File: src/eos_pkg.sv
// Shared types and constants for the elevator order scheduler.
package eos_pkg;

  localparam int FLOORS   = 4;
  localparam int KINDS    = 3;
  localparam int IDX_W    = (FLOORS > 1) ? $clog2(FLOORS) : 1;
  localparam int TBL_BITS = FLOORS * KINDS;
  localparam int BTN_W    = 12;
  localparam int SENSOR_W = 3;
  localparam int FLOOR_W  = 4;

  // order flag positions within one floor
  localparam int K_UP  = 0;
  localparam int K_DN  = 1;
  localparam int K_CAB = 2;

  typedef enum logic [2:0] {
    CMD_INIT      = 3'd0,
    CMD_POLL      = 3'd1,
    CMD_LATCH     = 3'd2,
    CMD_CLR_FLOOR = 3'd3,
    CMD_CLR_ALL   = 3'd4,
    CMD_TURN      = 3'd5
  } cmd_t;

  typedef logic [1:0] stop_t;
  localparam stop_t STOP_NONE = 2'd0;
  localparam stop_t STOP_HERE = 2'd1;
  localparam stop_t STOP_PASS = 2'd2;

  typedef logic [FLOORS-1:0][KINDS-1:0] flags_t;

  // control from the command decode to the order table
  typedef struct packed {
    logic                wipe;
    logic                latch;
    logic                clear_one;
    logic [IDX_W-1:0]    idx;
    logic [TBL_BITS-1:0] buttons;
  } tbl_ctrl_t;

endpackage

File: src/eos_order_table.sv
// Per-floor order flags: latch, clear one floor, clear all.
module eos_order_table
  import eos_pkg::*;
(
  input  logic      clk,
  input  logic      rst,
  input  logic      commit,
  input  tbl_ctrl_t ctrl,
  output flags_t    flags,
  output logic      pending_next
);

  flags_t flags_next;

  always_comb begin
    flags_next = flags;
    if (ctrl.wipe) begin
      flags_next = '0;
    end else if (ctrl.clear_one) begin
      flags_next[ctrl.idx] = '0;
    end else if (ctrl.latch) begin
      for (int f = 0; f < FLOORS; f++) begin
        for (int k = 0; k < KINDS; k++) begin
          // no down call at the bottom, no up call at the top
          if (!((f == 0) && (k == K_DN)) && !((f == FLOORS - 1) && (k == K_UP))) begin
            flags_next[f][k] = flags[f][k] | ctrl.buttons[f*KINDS + k];
          end
        end
      end
    end
  end

  assign pending_next = |flags_next;

  always_ff @(posedge clk) begin
    if (rst) begin
      flags <= '0;
    end else if (commit) begin
      flags <= flags_next;
    end
  end

endmodule

File: src/eos_scan_decide.sv
// SCAN look-ahead over the floors and the stop/pass decision of a poll.
module eos_scan_decide
  import eos_pkg::*;
(
  input  flags_t                    flags,
  input  logic signed [FLOOR_W-1:0] from_floor,
  input  logic                      down,
  input  logic                      poll_hit,
  input  logic [IDX_W-1:0]          here_idx,
  output logic                      ahead,
  output stop_t                     stop
);

  logic [KINDS-1:0] here;
  logic             call_hit;

  always_comb begin
    ahead = 1'b0;
    for (int f = 0; f < FLOORS; f++) begin
      if ((down ? (f < int'(from_floor)) : (f > int'(from_floor))) && (|flags[f])) begin
        ahead = 1'b1;
      end
    end
  end

  assign here     = flags[here_idx];
  assign call_hit = here[K_CAB] | (!down & here[K_UP]) | (down & here[K_DN]);

  always_comb begin
    if (!poll_hit) begin
      stop = STOP_NONE;
    end else if (call_hit || !ahead) begin
      stop = STOP_HERE;
    end else begin
      stop = STOP_PASS;
    end
  end

endmodule

File: src/elevator_order_scheduler_core.sv
// Top level: elevator order table with SCAN direction control.
//
//  channel | valid     | stall     | payload
//  --------+-----------+-----------+------------------------------------------
//  request | cmd_valid | cmd_stall | command, floor_sensor, button_bits
//  result  | res_valid | res_stall | stop_code, orders_pending, going_down,
//          |           |           | floor_now
//
// One request per cycle sustained while the result is not stalled. The command
// executes from the input register, and its result is loaded into the output
// register when that register is free or draining.
// Reset clears the order flags, sets direction up and floor to -1 (unknown).
// A stalled result holds the output register; the input register still takes
// one more request, and cmd_stall rises only when both registers are full.
// The block state (flags, direction, floor) updates only when a request
// moves into the output register, so requests execute strictly in order.
module elevator_order_scheduler_core
  import eos_pkg::*;
(
  input  logic                       clk,
  input  logic                       rst,

  input  logic                       cmd_valid,
  output logic                       cmd_stall,
  input  logic [2:0]                 command,
  input  logic signed [SENSOR_W-1:0] floor_sensor,
  input  logic [BTN_W-1:0]           button_bits,

  output logic                       res_valid,
  input  logic                       res_stall,
  output logic [1:0]                 stop_code,
  output logic                       orders_pending,
  output logic                       going_down,
  output logic signed [FLOOR_W-1:0]  floor_now
);

  // input register
  logic                       s1_valid;
  logic [2:0]                 s1_cmd;
  logic signed [SENSOR_W-1:0] s1_sensor;
  logic [BTN_W-1:0]           s1_buttons;

  // architectural state
  logic                      travel_down;
  logic                      travel_down_next;
  logic signed [FLOOR_W-1:0] floor_reg;
  logic signed [FLOOR_W-1:0] floor_reg_next;

  logic advance;
  logic commit;

  // Output register free or draining this cycle.
  assign advance   = !res_valid || !res_stall;
  assign commit    = s1_valid && advance;
  assign cmd_stall = s1_valid && !advance;

  always_ff @(posedge clk) begin
    if (rst) begin
      s1_valid <= 1'b0;
    end else if (!cmd_stall) begin
      s1_valid <= cmd_valid;
    end
  end

  always_ff @(posedge clk) begin
    if (cmd_valid && !cmd_stall) begin
      s1_cmd     <= command;
      s1_sensor  <= floor_sensor;
      s1_buttons <= button_bits;
    end
  end

  // ---- decode -------------------------------------------------------------
  logic signed [FLOOR_W-1:0] sensor_ext;
  logic                      sensor_ok;
  logic                      floor_ok;
  logic                      is_poll;
  logic                      poll_hit;
  logic signed [FLOOR_W-1:0] from_floor;
  tbl_ctrl_t                 tbl_ctrl;
  flags_t                    flags;
  logic                      pending_next;
  logic                      ahead;
  stop_t                     stop;

  assign sensor_ext = {s1_sensor[SENSOR_W-1], s1_sensor};
  assign sensor_ok  = !s1_sensor[SENSOR_W-1] && (int'(s1_sensor) < FLOORS);
  assign floor_ok   = !floor_reg[FLOOR_W-1] && (int'(floor_reg) < FLOORS);
  assign is_poll    = (s1_cmd == CMD_POLL);
  assign poll_hit   = is_poll && sensor_ok;

  // A poll looks ahead from the floor it is about to record.
  assign from_floor = is_poll ? sensor_ext : floor_reg;

  always_comb begin
    tbl_ctrl           = '0;
    tbl_ctrl.idx       = IDX_W'($unsigned(floor_reg));
    tbl_ctrl.buttons   = TBL_BITS'(s1_buttons);
    unique case (s1_cmd)
      CMD_INIT:      tbl_ctrl.wipe      = 1'b1;
      CMD_CLR_ALL:   tbl_ctrl.wipe      = 1'b1;
      CMD_LATCH:     tbl_ctrl.latch     = 1'b1;
      CMD_CLR_FLOOR: tbl_ctrl.clear_one = floor_ok;
      default:       tbl_ctrl.wipe      = 1'b0;
    endcase
  end

  eos_order_table u_table (
    .clk          (clk),
    .rst          (rst),
    .commit       (commit),
    .ctrl         (tbl_ctrl),
    .flags        (flags),
    .pending_next (pending_next)
  );

  eos_scan_decide u_decide (
    .flags      (flags),
    .from_floor (from_floor),
    .down       (travel_down),
    .poll_hit   (poll_hit),
    .here_idx   (IDX_W'($unsigned(s1_sensor))),
    .ahead      (ahead),
    .stop       (stop)
  );

  // ---- direction and floor ------------------------------------------------
  always_comb begin
    travel_down_next = travel_down;
    floor_reg_next   = floor_reg;
    unique case (s1_cmd)
      CMD_INIT: begin
        travel_down_next = 1'b0;
        floor_reg_next   = sensor_ext;
      end
      CMD_POLL: begin
        if (sensor_ok) begin
          floor_reg_next = sensor_ext;
        end
      end
      CMD_TURN: begin
        // nothing ahead: reverse, and step one floor on along the old direction
        if (!ahead) begin
          travel_down_next = !travel_down;
          floor_reg_next   = travel_down ? floor_reg - FLOOR_W'(1)
                                         : floor_reg + FLOOR_W'(1);
        end
      end
      default: begin
        travel_down_next = travel_down;
      end
    endcase
  end

  always_ff @(posedge clk) begin
    if (rst) begin
      travel_down <= 1'b0;
      floor_reg   <= -FLOOR_W'(1);
    end else if (commit) begin
      travel_down <= travel_down_next;
      floor_reg   <= floor_reg_next;
    end
  end

  // ---- output register ----------------------------------------------------
  always_ff @(posedge clk) begin
    if (rst) begin
      res_valid <= 1'b0;
    end else if (advance) begin
      res_valid <= s1_valid;
    end
  end

  always_ff @(posedge clk) begin
    if (commit) begin
      stop_code      <= stop;
      orders_pending <= pending_next;
      going_down     <= travel_down_next;
      floor_now      <= floor_reg_next;
    end
  end

endmodule
File: config.mk
export PLATFORM = sky130hd
export DESIGN_NAME = elevator_order_scheduler_core
export DESIGN_NICKNAME = d
export VERILOG_FILES = /design/src/eos_pkg.sv /design/src/eos_order_table.sv /design/src/eos_scan_decide.sv /design/src/elevator_order_scheduler_core.sv
export SDC_FILE = /design/constraint.sdc
export NUM_CORES = 1
export LEC_CHECK = 0
export BUFFER_PORTS_ARGS = -buffer_cell sky130_fd_sc_hd__buf_4
export CORE_ASPECT_RATIO = 1.5
export CORE_MARGIN = 3
export CORE_UTILIZATION = 33
export CTS_CLUSTER_DIAMETER = 40
export DETAILED_ROUTE_END_ITERATION = 6
export GPL_TIMING_DRIVEN = 0
export SETUP_SLACK_MARGIN = 0.3
export SLEW_MARGIN = 40
export SYNTH_ARGS = -nofsm -noshare
export SYNTH_HDL_FRONTEND = slang
export SYNTH_SLANG_ARGS = --single-unit
File: constraint.sdc
create_clock -name clk -period 4.6 [get_ports clk]
set_input_delay 0.23 -clock clk [delete_from_list [all_inputs] [get_ports clk]]
set_output_delay 0.23 -clock clk [all_outputs]
set_load 0.01 [all_outputs]
# --- After elaboration in Yosys (flattened, before gate mapping) ---
# Cells that the tools add are included.
word_totals:
  ff_bits: 45
  output_inout_bits: 10
  wordCells: 111
classes:
  n_addsub: 2
  magnitude_cmp: 13
  eq_ne: 5
  n_mux: 32
  n_bitwise: 16
  n_reduce_logical: 28
op_table:
  columns: ["cell", "n"]
  rows:
  - ["1-bit 2-to-1 mux", 16]
  - ["4-bit 2-to-1 mux", 4]
  - ["7-bit 2-to-1 mux", 2]
  - ["12-bit bitwise AND", 1]
  - ["12-bit 2-to-1 mux", 1]
  - ["12-bit inverter", 1]
  - ["1-bit bitwise OR", 12]
  - ["4-bit one-hot mux with 3 select lines", 1]
  - ["12-bit OR reduction", 1]
  - ["3-bit OR reduction", 4]
  - ["1-bit logical AND", 11]
  - ["3-bit by 4-bit greater-than comparator with 1-bit output (first input constant)", 2]
  - ["1-bit zero test", 8]
  - ["3-bit by 4-bit < comparator with 1-bit output (first input constant)", 2]
  - ["3-bit binary-select mux with 2-bit select", 1]
  - ["3-bit demux with 2-bit select", 1]
  - ["3-bit by 2-bit equality test with 1-bit output (second input constant)", 2]
  - ["3-bit equality test (second input constant)", 2]
  - ["2-bit by 3-bit < comparator with 1-bit output (second input constant)", 2]
  - ["2-bit 2-to-1 mux", 3]
  - ["3-bit 2-to-1 mux", 2]
  - ["4-bit by 2-bit adder with 4-bit output (second input constant)", 1]
  - ["1-bit by 4-bit greater-than comparator with 1-bit output (first input constant)", 1]
  - ["2-bit by 4-bit greater-than comparator with 1-bit output (first input constant)", 1]
  - ["other kinds (12)", 14]

# --- Logic depth before layout (Yosys ltp) ---
# Gate-level depths: netlist of the first run.
depth:
  depth_word: 12
  mapped_depth: 12

# --- Hierarchy ---
# Synthesis of the first run repeated with hierarchy kept, for this count alone.
hier_totals:
  hier_cells: 211
  area_unflattened_um2: 2297.2
modules_own_cells:
  columns: ["module", "n_inst", "cells_each", "area_each_um2", "seq_area_each_um2"]
  rows:
  - ["elevator_order_scheduler_core", 1, 102, 1425.1, 920.9]
  - ["eos_order_table", 1, 71, 596.8, 240.2]
  - ["eos_scan_decide", 1, 38, 275.3, 0.0]

# --- Least setup slack after synthesis of the first run ---
# OpenSTA, ideal clock, no wires.
synth_timing:
  path_kind: "register to register"
  startpoint: "reg s1_cmd[1]"
  endpoint: "reg floor_now[3], data pin"
  setup_ns: 0.157
  arrival_time_ns: 2.637
  required_ns: 4.443
  setup_slack_ns: 1.806
  path_stages_with_launch: 13
  n_path_buf: 2
  period_less_slack_ns: 2.794
  cell_sequence: "edfxtp_1 > buf_6 > or3b_1 > buf_2 > nor4_1 > a31oi_1 > ha_1 > mux2i_1 > o32a_1 > o2bb2ai_2 > o211ai_2 > o311a_1 > nor3_1"
synth_via:
  elab_chain_cells: 11
synth_rtl:
  columns: ["element", "line_no", "source"]
  rows:
  - ["start, declared", "elevator_order_scheduler_core.sv:39", "logic [2:0] s1_cmd;"]
  - ["start signal, assigned", "elevator_order_scheduler_core.sv:67", "s1_cmd <= command;"]
  - ["3-bit by 1-bit equality test with 1-bit output", "elevator_order_scheduler_core.sv:89, elevator_order_scheduler_core.sv:131", null]
  - ["4-bit 2-to-1 mux", "elevator_order_scheduler_core.sv:93", "assign from_floor = is_poll ? sensor_ext : floor_reg;"]
  - ["1-bit by 4-bit greater-than comparator with 1-bit output / 1-bit by 4-bit < comparator with 1-bit output (equally long branches)", "eos_scan_decide.sv:20", "if ((down ? (f < int'(from_floor)) : (f > int'(from_floor))) && (|flags[f])) begin"]
  - ["1-bit 2-to-1 mux", "eos_scan_decide.sv:20", null]
  - ["1-bit logical AND", "eos_scan_decide.sv:20", null]
  - ["1-bit 2-to-1 mux (4 in a row)", "eos_scan_decide.sv:20", null]
  - ["4-bit 2-to-1 mux", "elevator_order_scheduler_core.sv:143", "if (!ahead) begin"]
  - ["4-bit one-hot mux with 3 select lines (*)", "elevator_order_scheduler_core.sv:131", "unique case (s1_cmd)"]
  - ["named net floor_reg_next[3]", "elevator_order_scheduler_core.sv:47", "logic signed [FLOOR_W-1:0] floor_reg_next;"]
  - ["end signal, assigned", "elevator_order_scheduler_core.sv:179", "floor_now <= floor_reg_next;"]
  - ["end, declared", "elevator_order_scheduler_core.sv:34", "output logic signed [FLOOR_W-1:0] floor_now"]
# Mark *: on every way through the listed nets, which the timed path passes. The rest lies on a longest branch.
# A chain may end at the register's enable or synchronous reset.

# --- Worst setup path after layout of the first run ---
layout_timing:
  startpoint: "reg s1_cmd[2]"
  endpoint: "reg floor_now[3], data pin"
# The elaborated chain is that of the path after synthesis.

==> summary.txt, run 1 <==
Cells and area
  • Most flop-heavy register: u_table.flags
  • Leading registers by flop count: u_table.flags (12), s1_buttons (10)
  • Fillers: 727
  • Nets: 328
  • Design area: approximately 2900 µm²
  • Share of cells above drive strength 1: 17.8%
  • Commonest non-fill, non-tap cell in the layout: nand2_1
  • Layout Cells excl Fill: a little over 400
  • Ant diodes: 0
  • Area grow syn2layout: 17.8%
  • Number of flip-flops in the largest register: 12
  • Most frequent cells in the layout: nand2_1 (38), buf_4 (29), a21oi_1 (25)

CTS
  • CTS buffer count: 5
  • Clk Tree Root Cell: clkbuf_8
  • Clock-pin transition on the worst setup and hold timing paths: ~0.090 ns
  • Maximum root-to-sink buffer count: 2
  • H-tree depth: 2
  • Setup Buffers After CTS: 0
  • Clk_lat worst skew: 0.30 ns
  • Post_cts resized: 0
  • Hold Buf Count CTS: 0
  • CTS tree: built
  • CTS Sinks: 43

Synth
  • Post-Synthesis Net Count: 292
  • Mapped Cells: 266
  • Mapped Area: 2480 µm²
  • Flops & latches, synth: 43
  • Avg Inst Size Synth: 9.31 µm²
  • Ys flop type: edfxtp_1
  • Distinct cells, synth: 63
  • Ys async rst share: 0%
  • Synth warnings: 0
  • Register area share after synthesis: approximately 44%
  • Post-synth EDFFs: 24

STA
  • Slew @ Worst Pin: 0.773 ns
  • RSZ-0062 raised after global routing: no
  • Final period utilization: 70.4%
  • Max-slew headroom: 48.4%
  • Layout Skew: 0.00607 ns
  • Final setup viols: 0
  • Slew Viols, Final: 0
  • Final hold vios: 0
  • Min cycle time layout: 3.24 ns
  • Maximum clock frequency: 309 MHz
  • Setup TNS Final: 0 ns

Power
  • PwrDens: 286 nW/µm²
  • Leak: 1.03 nW
  • Peak VDD IR: ~180 µV

Worst hold path
  • Worst Hold Class: input pin to register

Placed design
  • Placed insts: 395
  • Post-Place Cell Area: 2820 µm²
  • Placer congestion estimate: 0.874
  • Number of port buffers: 29
  • Post-DP HPWL: ~4700 µm

Route
  • Routed wire length: approximately 6300 µm
  • Wirelength per Cell: 15.7 µm
  • Routed Antenna Nets: 0
  • Via count: 2197
  • Vias per cell: 5.45
  • DRC Markers: 0
  • Initial DRC count: 121
  • DR pass1 iterations: 4

Critical path
  • Critical path class: register to register
  • Worst EP required: 4.75 ns
  • Worst EP arrival: 3.38 ns
  • CP Max Fanout: 9
  • CP startpoint kind: register
  • CP Capture Type: register

Floorplanning
  • Number of core rows: 38
  • Die width: about 77 µm
  • Core area: 7270 µm²
  • Die height: around 110 µm
  • I/O Pins: 32
  • Die area: 8600 µm²
  • Initial Utilization: between 30% and 40%

Outcome
  • Outcome: finished, final reports clean

GRT
  • Pin count of the biggest net entering global routing: 18
  • Initial antenna violation count: 0
  • Global-route wire length before repair: 10800 µm
  • Vias in the first global route: 2163
  • Gr usage total: 15.6%
  • Remaining Overflow, GRT: 0

Flow run
  • Max-Cap Viols: 0
==> synth_stat cells, types with 3 or more instances <==
master	number	share of area (%)
o31ai_1	6	1.8
buf_2	3	0.61
inv_1	5	0.76
a21oi_1	25	5.1
a211oi_1	4	1.2
a21o_1	3	0.91
nand2_1	38	5.8
nand2b_1	3	0.76
o21ai_1	3	0.61
nand3_1	3	0.61
nor2b_1	4	1.0
nor3b_1	4	1.2
dfxtp_1	19	15
nor4_1	3	0.76
or4_1	3	0.91
edfxtp_1	24	29
ha_1	3	1.5
a31oi_1	3	0.76
clkbuf_1	14	2.1
nor2_1	22	3.3
mux2i_1	3	1.2
o21ai_0	6	1.2
a22oi_1	6	1.8
nor3_1	13	2.6
==> area by class of cell <==
cell class | instances | area [µm²] | area share, %
clock buffer | 5 | 68.8 | 2.36
buffer | 19 | 83.8 | 2.87
inverter | 7 | 26.3 | 0.901
timing repair buffer | 29 | 218 | 7.46
multi-input combinational | 197 | 1270 | 43.7
tap | 100 | 125 | 4.29
clock inverter | 3 | 20.0 | 0.686
sequential | 43 | 1100 | 37.8
==> path summary, 6_finish.rpt <==
| path | endpoint | slack (ns) | cells past startpoint | from |
|---|---|---|---|---|
| setup reg to reg | floor_now[3]$_DFFE_PP_ | 1.36 | 10 | s1_cmd[2]$_DFFE_PP_ |
| hold / removal | s1_buttons[11]$_DFFE_PP_ | 0.10 | 1 | button_bits[11] |
| hold reg to reg | res_valid$_SDFFE_PP0N_ | 0.48 | 2 | s1_valid$_SDFFE_PP0N_ |
| setup / recovery | floor_now[3]$_DFFE_PP_ | 1.36 | 10 | s1_cmd[2]$_DFFE_PP_ |
==> power breakdown <==
group	switching, mW	internal (mW)	total (mW)
Clock	0.139	0.106	0.245
Sequential	0.00828	0.425	0.433
Combinational	0.0936	0.0623	0.156
Total	0.241	0.593	0.834
==> through the flow <==
| step | hold WS [ns] | worst slack, ns | utilization, % | total power [mW] |
|---|---|---|---|---|
| after global routing | 0.0881 | 1.09 | 40.1 | 0.874 |
| final | 0.102 | 1.36 | 40.1 | 0.834 |
| after floorplan | 0.329 | 1.81 | - | 0.543 |
| after detailed placement | 0.409 | 1.40 | 38.8 | 0.596 |
| after CTS | 0.0951 | 1.38 | 40.0 | 0.838 |
| after global placement | 0.408 | 1.47 | 38.8 | 0.594 |
==> layer usage <==
layer  global-route usage, %  wire [µm]  up-vias
li1                        -          -     1078
met1                    17.3       2460     1047
met2                    28.4       3460       56
met3                    2.49        195       16
met4                    8.34        190        0
met5                       0          0        -
==> worst max-delay path: stages (launching register included) <==
cell       delay [ns]
edfxtp_1         0.36
buf_2            0.18
nor3b_1          0.65
o21ai_0          0.18
ha_1             0.32
mux2i_1          0.22
o32a_1           0.21
o2bb2ai_2        0.15
o211ai_2         0.24
o311a_1          0.40
nor3_1           0.16
==> kinds of logic (layout without fill, tap and decap cells) <==
group	Yosys count	after routing	share of synthesized area, %
buffers and inverters	26	63	4.40
AND/OR/NAND/NOR	100	100	19.2
flip-flops	43	43	44.5
multiplexers	7	7	4.09
AO/OA/AOI/OAI	84	84	24.9
adder cells (fa/ha/maj)	4	4	2.32
XOR/XNOR	2	2	0.708
No activity file was read; power rests on OpenSTA's default activity.
==> run 2: changes to the inputs <==
==> constraint.sdc (replaced) <==
create_clock -name clk -period 3.4 [get_ports clk]
set_input_delay 0.17 -clock clk [delete_from_list [all_inputs] [get_ports clk]]
set_output_delay 0.17 -clock clk [all_outputs]
set_load 0.01 [all_outputs]
==> run 2 against run 1 <==
Compared with the run above:
- wire length up 1.1%
- worst setup slack got worse by 0.94 ns
- worst hold slack worse by 0.063 ns
- largest power group unchanged
- critical path type unchanged
- maximum frequency is 8.7% higher
- critical path depth is 2 higher
- register-to-register slack got worse by 0.94 ns
- highest routed layer unchanged
- global-route usage is essentially flat
- sequential share of layout area down 1.2 points
- die area stayed put
==> summary.txt, run 2 (synthesis gave the netlist of run 1 again) <==
GRT
  • Global-route wire length before repair: 10800 µm (about the same)
  • Gr usage total: 15.6% (-0.034 points)
  • Remaining Overflow, GRT: 0 (unchanged)
  • Initial antenna violation count: 0 (unchanged)
  • Vias in the first global route: 2176 (+0.60%)
  • Pin count of the biggest net entering global routing: 18 (unchanged)

CTS
  • CTS Sinks: 43 (unchanged)
  • Clk_lat worst skew: 0.30 ns (about the same)
  • Hold Buf Count CTS: 0 (unchanged)
  • CTS buffer count: 5 (unchanged)
  • H-tree depth: 2 (unchanged)
  • Maximum root-to-sink buffer count: 2 (unchanged)
  • Clock-pin transition on the worst setup and hold timing paths: 0.09 ns (about the same)
  • CTS tree: built
  • Clk Tree Root Cell: clkbuf_8

Route
  • Vias per cell: 5.43 (-0.33%)
  • Via count: 2206 (+0.41%)
  • Routed Antenna Nets: 0 (unchanged)
  • Initial DRC count: 167 (+38%)
  • Wirelength per Cell: 15.7 µm (+0.32%)
  • Routed wire length: 6370 µm (+1.1%)
  • DR pass1 iterations: 4 (unchanged)
  • DRC Markers: 0 (unchanged)

Critical path
  • CP Max Fanout: 8 (-1)
  • Critical R2R Launch: s1_cmd[1]$_DFFE_PP_
  • CP startpoint kind: register
  • Worst Reg2Reg Path Length in Cells: 12 (+2)
  • R2R Setup Slk: 0.42 ns (-0.94 ns)
  • CP peak stage delay: 0.39 ns (-0.26 ns)
  • Top Family by Delay on Critical Path: compound AO/OA/AOI/OAI gates
  • Crit-path cells: buf_6 -> or3b_1 -> buf_6 -> nor4_4 -> a31oi_1 -> ha_1 -> mux2i_2 -> o32a_1 -> o2bb2ai_4 -> o211a_4 -> a211oi_1 -> a221o_1
  • Worst EP arrival: 3.04 ns (-0.34 ns)
  • CP Capture Type: register
  • Critical path class: register to register
  • WP buf/inv: 2 (+1)
  • Reg2reg end: going_down$_DFFE_PP_
  • Worst EP required: 3.46 ns (-1.29 ns)
  • Critical Path Start: s1_cmd[1]$_DFFE_PP_
  • Worst setup endpoint: going_down$_DFFE_PP_
  • Most frequent CP cell: buf_6
  • Slowest-stage cell, CP: edfxtp_1
  • Crit. path cell count: 12 (+2)

Floorplanning
  • Die width: 76.7 µm (unchanged)
  • Core area: 7270 µm² (unchanged)
  • Die height: 112 µm (unchanged)
  • I/O Pins: 32 (unchanged)
  • Die area: 8600 µm² (unchanged)
  • Number of core rows: 38 (unchanged)
  • Initial Utilization: 34.0% (unchanged)

STA
  • Final hold vios: 0 (unchanged)
  • Final setup viols: 0 (unchanged)
  • Setup TNS Final: 0 ns (unchanged)
  • Maximum clock frequency: 336 MHz (+8.7%)
  • Min cycle time layout: 2.98 ns (-0.258 ns)
  • Max-slew headroom: 53.0% (+4.6 points)
  • Slew Viols, Final: 0 (unchanged)
  • Slew @ Worst Pin: 0.703 ns (-0.0704 ns)
  • Final period utilization: 87.6% (+17 points)
  • Layout Skew: 0.00747 ns (+0.00140 ns)
  • RSZ-0062 raised after global routing: no

Cells and area
  • Nets: 331 (+0.91%)
  • Number of flip-flops in the largest register: 12 (unchanged)
  • Most flop-heavy register: u_table.flags
  • Leading registers by flop count: u_table.flags (12), s1_buttons (10)
  • Most frequent cells in the layout: nand2_1 (38), buf_4 (32), a21oi_1 (25)
  • Ant diodes: 0 (unchanged)
  • Share of cells above drive strength 1: 20.3% (+2.4 points)
  • Commonest non-fill, non-tap cell in the layout: nand2_1
  • Layout Cells excl Fill: 406 (+0.74%)
  • Area grow syn2layout: 21.5%

Power
  • Logic pwr share: 20.0% (+1.3 points)
  • Flop pwr share: 51.1% (-0.8 points)
  • NetSw: 0.332 mW (+38%)
  • Switch share: 29.0% (+0.088 points)
  • Clk network pwr share: 28.9% (-0.5 points)
  • Int Power: 0.815 mW (+37%)
  • PwrDens: 381 nW/µm² (+33%)
  • Leak: 1.06 nW (+3.1%)
  • Peak VDD IR: 247 µV (+35%)

Worst hold path
  • Worst Hold Class: input pin to register

Placed design
  • Placer congestion estimate: 0.874 (unchanged)
  • Number of port buffers: 29 (unchanged)
  • Placed insts: 395 (unchanged)
  • Post-DP HPWL: 4740 µm (unchanged)

Flow run
  • Max-Cap Viols: 0 (unchanged)

Outcome
  • Outcome: finished, final reports clean
[run 2: cell count changes in the layout (fill, tap and decap cells not counted), sizes merged]
| cell | before | now |
|---|---|---|
| buf | 34 | 37 |
[run 2: routing by layer]
metal  part of all wire [%]  routed length [µm]  up-vias  track usage, %
met5                      0                   0        -               0
met4                    2.7                 175        0            8.34
met3                    4.1                 261       14            2.57
met2                     55                3490       71            28.3
met1                     38                2450     1040            17.2
li1                       -                   -     1081               -
[run 2: what timing repair did]
item / CTS / global route
setup endpoints to repair: 2 / 12
resized for setup: 2 / 12
setup buffers: 2 / 1
pin swaps: 1 / 3
[run 2: area by class of cell]
| cell class | count | area [µm²] |
|---|---|---|
| buffer | 19 | 92.6 |
| clock buffer | 5 | 68.8 |
| clock inverter | 3 | 20.0 |
| fill | 714 | 4270 |
| inverter | 7 | 26.3 |
| multi-input combinational | 197 | 1330 |
| sequential | 43 | 1100 |
| tap | 100 | 125 |
| timing repair buffer | 32 | 244 |
[run 2: worst min path at each step]
| stage | start | to | slack (ns) | cells past startpoint |
|---|---|---|---|---|
| finish | command[0] | s1_cmd[0]$_DFFE_PP_ | 0.04 | 1 |
| global route | command[2] | s1_cmd[2]$_DFFE_PP_ | 0.03 | 1 |
| CTS | command[0] | s1_cmd[0]$_DFFE_PP_ | 0.04 | 1 |
| detailed placement | button_bits[7] | s1_buttons[7]$_DFFE_PP_ | 0.35 | 1 |
| global placement | button_bits[0] | s1_buttons[0]$_DFFE_PP_ | 0.35 | 1 |
| floorplan | button_bits[0] | s1_buttons[0]$_DFFE_PP_ | 0.27 | 0 |
[run 2: power by group through the flow]
stage | sequential, mW | clock, mW | combinational, mW
CTS | 0.586 | 0.338 | 0.217
global placement | 0.598 | 0 | 0.206
global route | 0.590 | 0.360 | 0.252
finish | 0.586 | 0.331 | 0.229
floorplan | 0.598 | 0 | 0.136
detailed placement | 0.598 | 0 | 0.209
[run 2: per-stage QoR]
stage               setup slack, ns  utilization, %  total power, mW  instance area (µm²)  hold WS (ns)
CTS                           0.306            40.4             1.14                 2940        0.0351
global route                  0.276            41.4             1.20                 3010        0.0281
finish                        0.422            41.4             1.15                 3010        0.0398
floorplan                     0.606               -            0.734                 2480         0.269
global placement              0.273            38.8            0.804                 2820         0.348
detailed placement            0.197            38.8            0.807                 2820         0.349
[run 2: worst register-to-register path: stages (launching register included)]
cell,delay [ns]
edfxtp_1,0.39
buf_6,0.15
or3b_1,0.38
buf_6,0.15
nor4_4,0.13
a31oi_1,0.07
ha_1,0.31
mux2i_2,0.20
o32a_1,0.24
o2bb2ai_4,0.16
o211a_4,0.20
a211oi_1,0.07
a221o_1,0.29
